`src/b64le_pkg.sv`:
```
// Shared types, character codes and the base64 symbol map.
// No dependencies; the front, queue, back and top files import this package.
`default_nettype none
package b64le_pkg;

    localparam logic [7:0] PAD_CHAR        = 8'h3D;
    localparam logic [7:0] CR_CHAR         = 8'h0D;
    localparam logic [7:0] LF_CHAR         = 8'h0A;
    localparam logic [7:0] GPL_RESET       = 8'd20;
    localparam logic [2:0] LAST_GROUP_CHAR = 3'd3;
    localparam logic [2:0] LAST_LINE_CHAR  = 3'd5;

    // One encoded group as handed from the front to the back.
    typedef struct packed {
        logic [3:0][5:0] idx;   // idx[0] is the first character
        logic            pad2;  // third character is '='
        logic            pad3;  // fourth character is '='
        logic            crlf;  // line break follows the group
    } group_t;

    // Standard alphabet: A-Z a-z 0-9 + /
    function automatic logic [7:0] b64_sym(input logic [5:0] v);
        logic [7:0] r;
        if (v < 6'd26)
            r = 8'h41 + {2'b00, v};
        else if (v < 6'd52)
            r = 8'h61 + {2'b00, v - 6'd26};
        else if (v < 6'd62)
            r = 8'h30 + {2'b00, v - 6'd52};
        else if (v == 6'd62)
            r = 8'h2B;
        else
            r = 8'h2F;
        return r;
    endfunction

endpackage
`default_nettype wire

```
`src/b64le_if.sv`:
```
// Channel interfaces: byte input, character output, config write.
// No dependencies.
`default_nettype none
interface b64le_byte_if;
    logic       valid;
    logic       ready;
    logic [7:0] data_byte;
    logic       final_byte;
    modport source (output valid, data_byte, final_byte, input ready);
    modport sink   (input valid, data_byte, final_byte, output ready);
endinterface

interface b64le_char_if;
    logic       valid;
    logic       ready;
    logic [7:0] out_char;
    logic       run_end;
    modport source (output valid, out_char, run_end, input ready);
    modport sink   (input valid, out_char, run_end, output ready);
endinterface

interface b64le_cfg_if;
    logic       valid;
    logic       ready;
    logic [7:0] data;
    modport source (output valid, data, input ready);
    modport sink   (input valid, data, output ready);
endinterface
`default_nettype wire

```
`src/b64le_front.sv`:
```
// Front end: gathers bytes into groups, computes symbol indices, padding
// and line breaks. Depends on b64le_pkg.
`default_nettype none
module b64le_front
    import b64le_pkg::*;
(
    input  wire logic       clk,
    input  wire logic       rst_n,
    input  wire logic       in_valid,
    output logic            in_ready,
    input  wire logic [7:0] data_byte,
    input  wire logic       final_byte,
    input  wire logic       cfg_we,
    input  wire logic [7:0] cfg_data,
    output logic            q_valid,
    input  wire logic       q_ready,
    output group_t          q_data
);

    logic [15:0] pend_reg, pend_next;
    logic [1:0]  cnt_reg, cnt_next;
    logic [7:0]  line_reg, line_next;
    logic [7:0]  gpl_reg;
    logic [1:0]  cnt_eff;
    logic        accept, complete;
    logic [7:0]  b0, b1, b2, line_inc;

    assign in_ready = q_ready;
    assign accept   = in_valid && in_ready;
    assign cnt_eff  = (cnt_reg == 2'd3) ? 2'd2 : cnt_reg;
    assign complete = final_byte || (cnt_eff == 2'd2);
    assign line_inc = line_reg + 8'd1;

    always_comb
    begin
        case (cnt_eff)
            2'd0:
            begin
                b0 = data_byte; b1 = 8'd0; b2 = 8'd0;
            end
            2'd1:
            begin
                b0 = pend_reg[15:8]; b1 = data_byte; b2 = 8'd0;
            end
            default:
            begin
                b0 = pend_reg[15:8]; b1 = pend_reg[7:0]; b2 = data_byte;
            end
        endcase
    end

    always_comb
    begin
        q_data.idx[0] = b0[7:2];
        q_data.idx[1] = {b0[1:0], b1[7:4]};
        q_data.idx[2] = {b1[3:0], b2[7:6]};
        q_data.idx[3] = b2[5:0];
        q_data.pad2   = (cnt_eff == 2'd0);
        q_data.pad3   = (cnt_eff != 2'd2);
        q_data.crlf   = (line_inc >= gpl_reg) || final_byte;
    end

    assign q_valid = in_valid && complete;

    always_comb
    begin
        pend_next = pend_reg;
        cnt_next  = cnt_reg;
        line_next = line_reg;
        if (accept)
        begin
            if (!complete)
            begin
                if (cnt_eff == 2'd0)
                    pend_next = {data_byte, 8'd0};
                else
                    pend_next = {pend_reg[15:8], data_byte};
                cnt_next = cnt_eff + 2'd1;
            end
            else
            begin
                pend_next = 16'd0;
                cnt_next  = 2'd0;
                line_next = q_data.crlf ? 8'd0 : line_inc;
            end
        end
    end

    always_ff @(posedge clk or negedge rst_n)
    begin
        if (!rst_n)
        begin
            pend_reg <= 16'd0;
            cnt_reg  <= 2'd0;
            line_reg <= 8'd0;
            gpl_reg  <= GPL_RESET;
        end
        else
        begin
            pend_reg <= pend_next;
            cnt_reg  <= cnt_next;
            line_reg <= line_next;
            if (cfg_we)
                gpl_reg <= cfg_data;
        end
    end

endmodule
`default_nettype wire

```
`src/b64le_queue.sv`:
```
// Short group queue between front and back ends.
// Depends on b64le_pkg.
`default_nettype none
module b64le_queue
    import b64le_pkg::*;
#(
    parameter int DEPTH = 2
)
(
    input  wire logic    clk,
    input  wire logic    rst_n,
    input  wire logic    wr_valid,
    output logic         wr_ready,
    input  wire group_t  wr_data,
    output logic         rd_valid,
    input  wire logic    rd_ready,
    output group_t       rd_data
);

    localparam int PW = (DEPTH > 1) ? $clog2(DEPTH) : 1;
    localparam int CW = $clog2(DEPTH + 1);
    localparam logic [PW-1:0] PTR_LAST = PW'(DEPTH - 1);
    localparam logic [CW-1:0] CNT_FULL = CW'(DEPTH);

    group_t          mem_reg [DEPTH];
    logic [PW-1:0]   wr_ptr_reg, rd_ptr_reg;
    logic [CW-1:0]   cnt_reg;
    logic            push, pop;

    assign wr_ready = (cnt_reg != CNT_FULL);
    assign rd_valid = (cnt_reg != '0);
    assign rd_data  = mem_reg[rd_ptr_reg];
    assign push     = wr_valid && wr_ready;
    assign pop      = rd_valid && rd_ready;

    always_ff @(posedge clk)
    begin
        if (push)
            mem_reg[wr_ptr_reg] <= wr_data;
    end

    always_ff @(posedge clk or negedge rst_n)
    begin
        if (!rst_n)
        begin
            wr_ptr_reg <= '0;
            rd_ptr_reg <= '0;
            cnt_reg    <= '0;
        end
        else
        begin
            if (push)
                wr_ptr_reg <= (wr_ptr_reg == PTR_LAST) ? '0 : wr_ptr_reg + 1'b1;
            if (pop)
                rd_ptr_reg <= (rd_ptr_reg == PTR_LAST) ? '0 : rd_ptr_reg + 1'b1;
            if (push && !pop)
                cnt_reg <= cnt_reg + 1'b1;
            else if (pop && !push)
                cnt_reg <= cnt_reg - 1'b1;
        end
    end

endmodule
`default_nettype wire

```
`src/b64le_back.sv`:
```
// Back end: serializes one group into characters, one per cycle while
// out_ready allows, into an output register. Depends on b64le_pkg.
`default_nettype none
module b64le_back
    import b64le_pkg::*;
(
    input  wire logic   clk,
    input  wire logic   rst_n,
    input  wire logic   q_valid,
    output logic        q_ready,
    input  wire group_t q_data,
    output logic        out_valid,
    input  wire logic   out_ready,
    output logic [7:0]  out_char,
    output logic        out_run_end
);

    group_t      grp_reg;
    logic [2:0]  idx_reg;
    logic        busy_reg;
    logic        oval_reg;
    logic [7:0]  char_reg;
    logic        end_reg;
    logic        advance, last;
    logic [7:0]  ch;

    assign last    = grp_reg.crlf ? (idx_reg == LAST_LINE_CHAR)
                                  : (idx_reg == LAST_GROUP_CHAR);
    assign advance = busy_reg && (!oval_reg || out_ready);
    assign q_ready = !busy_reg || (advance && last);

    always_comb
    begin
        case (idx_reg)
            3'd0:    ch = b64_sym(grp_reg.idx[0]);
            3'd1:    ch = b64_sym(grp_reg.idx[1]);
            3'd2:    ch = grp_reg.pad2 ? PAD_CHAR : b64_sym(grp_reg.idx[2]);
            3'd3:    ch = grp_reg.pad3 ? PAD_CHAR : b64_sym(grp_reg.idx[3]);
            3'd4:    ch = CR_CHAR;
            default: ch = LF_CHAR;
        endcase
    end

    always_ff @(posedge clk)
    begin
        if (q_valid && q_ready)
            grp_reg <= q_data;
        if (advance)
        begin
            char_reg <= ch;
            end_reg  <= last;
        end
    end

    always_ff @(posedge clk or negedge rst_n)
    begin
        if (!rst_n)
        begin
            busy_reg <= 1'b0;
            idx_reg  <= 3'd0;
            oval_reg <= 1'b0;
        end
        else
        begin
            if (q_valid && q_ready)
            begin
                busy_reg <= 1'b1;
                idx_reg  <= 3'd0;
            end
            else if (advance)
            begin
                if (last)
                    busy_reg <= 1'b0;
                idx_reg <= idx_reg + 3'd1;
            end
            if (advance)
                oval_reg <= 1'b1;
            else if (out_ready)
                oval_reg <= 1'b0;
        end
    end

    assign out_valid   = oval_reg;
    assign out_char    = char_reg;
    assign out_run_end = end_reg;

endmodule
`default_nettype wire

```
`src/base64_line_encoder_unit.sv`:
```
// Top level of the base64 line encoder: front end, group queue, back end.
// Depends on b64le_pkg, b64le_if, b64le_front, b64le_queue, b64le_back.
`default_nettype none
// Base64 encoder with CR LF line wrap. Bytes arrive on byte_in, final_byte
// marking the last byte of a message. Every third byte (or the final one)
// yields four base64 characters on char_out, '=' padded for a short final
// group, followed by CR LF once groups_per_line groups sit on the line and
// always after the final group. run_end flags the last character caused by
// a byte. Throughput: a byte is taken each cycle while the group queue has
// room; the back end writes one character per cycle while char_out is
// ready, via a single-character output register. A completing byte's group
// passes through the queue, the back end's group register and the output
// register. groups_per_line (reset 20) must be written on cfg while idle;
// this is not enforced. A value of zero breaks after every group.
module base64_line_encoder_unit
    import b64le_pkg::*;
#(
    parameter int QUEUE_DEPTH = 2
)
(
    input  wire logic    clk,
    input  wire logic    rst_n,
    b64le_byte_if.sink   byte_in,
    b64le_char_if.source char_out,
    b64le_cfg_if.sink    cfg
);

    // front -> queue request
    logic   fq_valid, fq_ready;
    group_t fq_data;
    // queue -> back request
    logic   qb_valid, qb_ready;
    group_t qb_data;

    // the user must write config only while idle; the block does not enforce this, so cfg is always accepted
    assign cfg.ready = 1'b1;

    b64le_front u_front (
        .clk        (clk),
        .rst_n      (rst_n),
        .in_valid   (byte_in.valid),
        .in_ready   (byte_in.ready),
        .data_byte  (byte_in.data_byte),
        .final_byte (byte_in.final_byte),
        .cfg_we     (cfg.valid),
        .cfg_data   (cfg.data),
        .q_valid    (fq_valid),
        .q_ready    (fq_ready),
        .q_data     (fq_data)
    );

    b64le_queue #(
        .DEPTH (QUEUE_DEPTH)
    ) u_queue (
        .clk      (clk),
        .rst_n    (rst_n),
        .wr_valid (fq_valid),
        .wr_ready (fq_ready),
        .wr_data  (fq_data),
        .rd_valid (qb_valid),
        .rd_ready (qb_ready),
        .rd_data  (qb_data)
    );

    b64le_back u_back (
        .clk         (clk),
        .rst_n       (rst_n),
        .q_valid     (qb_valid),
        .q_ready     (qb_ready),
        .q_data      (qb_data),
        .out_valid   (char_out.valid),
        .out_ready   (char_out.ready),
        .out_char    (char_out.out_char),
        .out_run_end (char_out.run_end)
    );

endmodule
`default_nettype wire
```
`src/flat_wrapper.sv`:
```
// flat-port wrapper written by rule: the top's interface ports become plain ports
module base64_line_encoder_unit_flat import b64le_pkg::*;
#(
    parameter int QUEUE_DEPTH = 2
)
  (clk, rst_n, byte_in_valid, byte_in_data_byte, byte_in_final_byte, byte_in_ready, char_out_valid, char_out_out_char, char_out_run_end, char_out_ready, cfg_valid, cfg_data, cfg_ready);
  b64le_byte_if byte_in_i ();
  b64le_char_if char_out_i ();
  b64le_cfg_if cfg_i ();
  input  wire logic clk;
  input  wire logic rst_n;
  input wire logic [$bits(byte_in_i.valid)-1:0] byte_in_valid;
  input wire logic [$bits(byte_in_i.data_byte)-1:0] byte_in_data_byte;
  input wire logic [$bits(byte_in_i.final_byte)-1:0] byte_in_final_byte;
  output wire logic [$bits(byte_in_i.ready)-1:0] byte_in_ready;
  output wire logic [$bits(char_out_i.valid)-1:0] char_out_valid;
  output wire logic [$bits(char_out_i.out_char)-1:0] char_out_out_char;
  output wire logic [$bits(char_out_i.run_end)-1:0] char_out_run_end;
  input wire logic [$bits(char_out_i.ready)-1:0] char_out_ready;
  input wire logic [$bits(cfg_i.valid)-1:0] cfg_valid;
  input wire logic [$bits(cfg_i.data)-1:0] cfg_data;
  output wire logic [$bits(cfg_i.ready)-1:0] cfg_ready;
  assign byte_in_i.valid = byte_in_valid;
  assign byte_in_i.data_byte = byte_in_data_byte;
  assign byte_in_i.final_byte = byte_in_final_byte;
  assign byte_in_ready = byte_in_i.ready;
  assign char_out_valid = char_out_i.valid;
  assign char_out_out_char = char_out_i.out_char;
  assign char_out_run_end = char_out_i.run_end;
  assign char_out_i.ready = char_out_ready;
  assign cfg_i.valid = cfg_valid;
  assign cfg_i.data = cfg_data;
  assign cfg_ready = cfg_i.ready;
  base64_line_encoder_unit #(.QUEUE_DEPTH(QUEUE_DEPTH)) u_core (.clk(clk), .rst_n(rst_n), .byte_in(byte_in_i), .char_out(char_out_i), .cfg(cfg_i));
endmodule
```
`config.mk`:
```
export PLATFORM = sky130hd
export DESIGN_NAME = base64_line_encoder_unit_flat
export DESIGN_NICKNAME = d
export VERILOG_FILES = /design/src/b64le_pkg.sv /design/src/b64le_if.sv /design/src/b64le_front.sv /design/src/b64le_queue.sv /design/src/b64le_back.sv /design/src/base64_line_encoder_unit.sv /design/src/flat_wrapper.sv
export SDC_FILE = /design/constraint.sdc
export NUM_CORES = 1
export LEC_CHECK = 0
export ABC_AREA = 1
export BUFFER_PORTS_ARGS = -buffer_cell sky130_fd_sc_hd__buf_4
export CAP_MARGIN = 20
export CORE_UTILIZATION = 65
export DETAILED_ROUTE_END_ITERATION = 7
export PLACE_DENSITY = 0.83
export SLEW_MARGIN = 10
export SYNTH_ARGS = -nofsm -noshare
export SYNTH_HDL_FRONTEND = slang
export SYNTH_HIERARCHICAL = 1
export SYNTH_SLANG_ARGS = --single-unit
```
`constraint.sdc`:
```
create_clock -name clk -period 5.8 [get_ports clk]
set_input_delay 1.16 -clock clk [delete_from_list [all_inputs] [get_ports clk]]
set_output_delay 1.16 -clock clk [all_outputs]
set_load 0.1 [all_outputs]
```
==> results.md <==
* DR WL/cell at 13.8 um
* Final cell count without fillers at 1119
* Internal power at 2370 uW
* Worst-Margin Slew at 0.974 ns
* Worst setup SP type: input pin
* Initial antenna violation count at 0
* Share of total power in the clock network at 23.6%
* Unrepaired setup endpoints after global routing: no
* Worst hold path cell count at 2
* Die Area at 12800 sq um
* Net Count, Synth at 1001
* Synth area leader: edfxtp_1
* FF-to-FF Start: u_core/u_back/idx_reg[0]
* CTS hold repair buffers at 0
* Seq pwr share at 38.2%
* Fin. Hold Viols at 0
* WP data arrival at 2.75 ns
* Status: finished clean
* Final setup viols at 0
* TritonCTS clock tree: done
* Destination of the worst hold path: u_core/u_back/out_valid
* P_leak at 0.00423 uW
* Critical path fanouts, max at 12
* Layout cell share with drive strength beyond 1 at 13.1%
* Max_cap viols at 0
* Hold Slack at 0.493 ns
* Hold path start: u_core/u_back/busy_reg
* Worst IR Drop VDD at 293 uV
* Die width at 113 um
* FF+latch count, synth at 133
* Crit. Startpoint: char_out_ready
* Worst-skew pair later-pin latency at 0.41 ns
* Comb pwr share at 38.1%
* Slew headroom at 35.1%
* Worst EP required at 6.10 ns
* Worst-path clk slew at 0.05 ns
* Top_reg_cell synth: edfxtp_1
* Port bufs at 32
* Number of global-route vias before repair at 5558
* Worst Reg-to-Reg Cells at 12
* Num Clock Sinks at 133
* ANT cells at 0
* Synth-to-layout area growth at 10.2%
* Core Footprint at 12000 sq um
* CTS Buf Count at 17
* Flop2flop setup slack at 3.53 ns
* Sw Pwr at 1620 uW
* Final layout net count at 1036
* First-pass GRT wire length at 25.7 mm
* Cells after synthesis at 924
* Setup Fix Bufs, Post-CTS at 0
* Row cnt at 40
* Cell with the most instances after synthesis: nand2_1
* Post-CTS sizing at 0
* Routed Antenna Nets at 0
* Tmin final at 2.45 ns
* Cell area after synthesis at 8040 sq um
* Via/cell ratio at 5.41
* Final core occ at 73.7%
* Final cycle utilization of the critical path at 42.2%
* Placed cells at 1087
* DRT Wirelength at 15.4 mm
* Max Slew Vio Count at 0
* Largest net degree at the start of global routing at 44
* Layout fillers at 900
* CTS max path bufs at 2
* Total number of H-tree levels at 4
* Async SR Flop Fraction at 32.3%
* Total GRT Usage at 25.6%
* Syn Area/Cell at 8.70 sq um
* Root buffer cell: clkbuf_16
* Synth area leaders: edfxtp_1 34%, nand2_1 13%, dfrtp_1 13%, ha_1 8.6%, inv_1 5.8%
* Initial Util at 66.9%
* Synth Warn # at 6
* CP endpoint kind: flip-flop
* Worst R2R End: u_core/u_queue/cnt_reg[1]
* I/O Pins at 34
* HP Class: reg2reg
* Pwr Density at 451 nW/um^2
* Unique masters post-synth at 48
* Max reg flops at 54
* GPL Wtd Cong at 0.903
* Most frequent cells after synthesis: 284 x nand2_1, 125 x inv_1, 90 x edfxtp_1
* First-pass DRT Iterations at 5
* Kind of critical path: in2reg
* Via count at 6053
* DR DRC count at 0
* Initial DRC count at 486
* Chip height at 113 um
* Maximum clock frequency at 408 MHz
* Number of flops mapped to enable cells by yosys at 90
* Post-DP HPWL at 11.5 mm
* GRT overflow at 0
* TNS Setup at 0 ns
* Switch share at 40.6%
* Post-synthesis sequential area ratio at 47.0%
* Top-area cell type share of the netlist area at 33.6%
* Layout Skew at 0.00622 ns
-- worst max path at each step --
stage,slack [ns],to
final,3.35,u_core/u_queue/cnt_reg[1]
after global routing,3.15,u_core/u_queue/cnt_reg[1]
after CTS,3.35,byte_in_ready
after detailed placement,2.95,u_core/u_queue/cnt_reg[1]
after global placement,2.99,u_core/u_queue/cnt_reg[1]
after floorplan,2.37,u_core/u_back/grp_reg[0]
-- cell type report --
class | count | area (sq um) | share of cell area (%)
Clock buffer | 20 | 437 | 4.93
Timing Repair Buffer | 35 | 263 | 2.97
Tap cell | 147 | 184 | 2.08
Sequential cell | 133 | 3780 | 42.7
Inverter | 139 | 522 | 5.89
Multi-Input combinational cell | 633 | 3580 | 40.4
Clock inverter | 12 | 88.8 | 1.00
-- logic make-up after synthesis --
logic type | Yosys count | synth area share [%]
AND/OR/NAND/NOR | 446 | 25.5
adder cells (fa/ha/maj) | 55 | 8.56
buffers and inverters | 158 | 8.50
flip-flops | 133 | 47.0
multiplexers | 1 | 0.140
AO/OA/AOI/OAI | 102 | 7.08
XOR/XNOR | 28 | 3.14
other | 1 | 0.0466
-- power by group through the flow --
stage	clock, uW	sequential, uW	combinational (uW)
4_1_cts	957	1530	1520
3_3_place_gp	0	1530	1480
6_report	943	1530	1520
2_1_floorplan	0	1680	1060
5_1_grt	996	1550	1700
3_5_place_dp	0	1540	1510
-- cell usage in the layout, fill, tap and decap left out, types with 4 or more instances in the layout --
| master | count |
|---|---|
| clkbuf_16 | 17 |
| inv_1 | 125 |
| xor2_1 | 22 |
| nand4_1 | 32 |
| ha_1 | 55 |
| nand3b_1 | 5 |
| a21oi_1 | 17 |
| nand3_1 | 39 |
| inv_2 | 14 |
| nand2_1 | 284 |
| nor2_4 | 7 |
| o21ai_1 | 12 |
| nor2_1 | 35 |
| o22ai_1 | 16 |
| o21ai_0 | 43 |
| clkinv_2 | 5 |
| buf_4 | 35 |
| o211ai_1 | 4 |
| nand2_2 | 19 |
| xnor2_1 | 5 |
| edfxtp_1 | 90 |
| dfrtp_1 | 41 |
| nor2_2 | 9 |
-- layer usage --
metal  track usage [%]  wire, um  vias to the layer above
li1                  -         -                     3095
met2              44.6      7720                      144
met4              9.65       289                        0
met3              4.34       559                       20
met1              32.2      6860                     2794
met5                 0         0                        -
-- critical path, cell delays in order --
cell and delay, ns:
buf_4 0.10, inv_1 0.04, nand2_1 0.05, nand2_1 0.13, inv_1 0.22, a21oi_1 0.29
inv_1 0.10, nand2_1 0.11, ha_1 0.25, inv_1 0.08, nand3_1 0.09, nand2_1 0.07
nand2_1 0.05
-- per-stage QoR --
step                      setup WS, ns  instance area, sq um  power [uW]
after floorplan                   2.37                  8040        2740
after global placement            2.99                  8330        3010
after detailed placement          2.95                  8330        3050
after CTS                         3.35                  8860        4000
after global routing              3.15                  8860        4250
final                             3.35                  8860        3990
(Power assumes the default switching activity.)
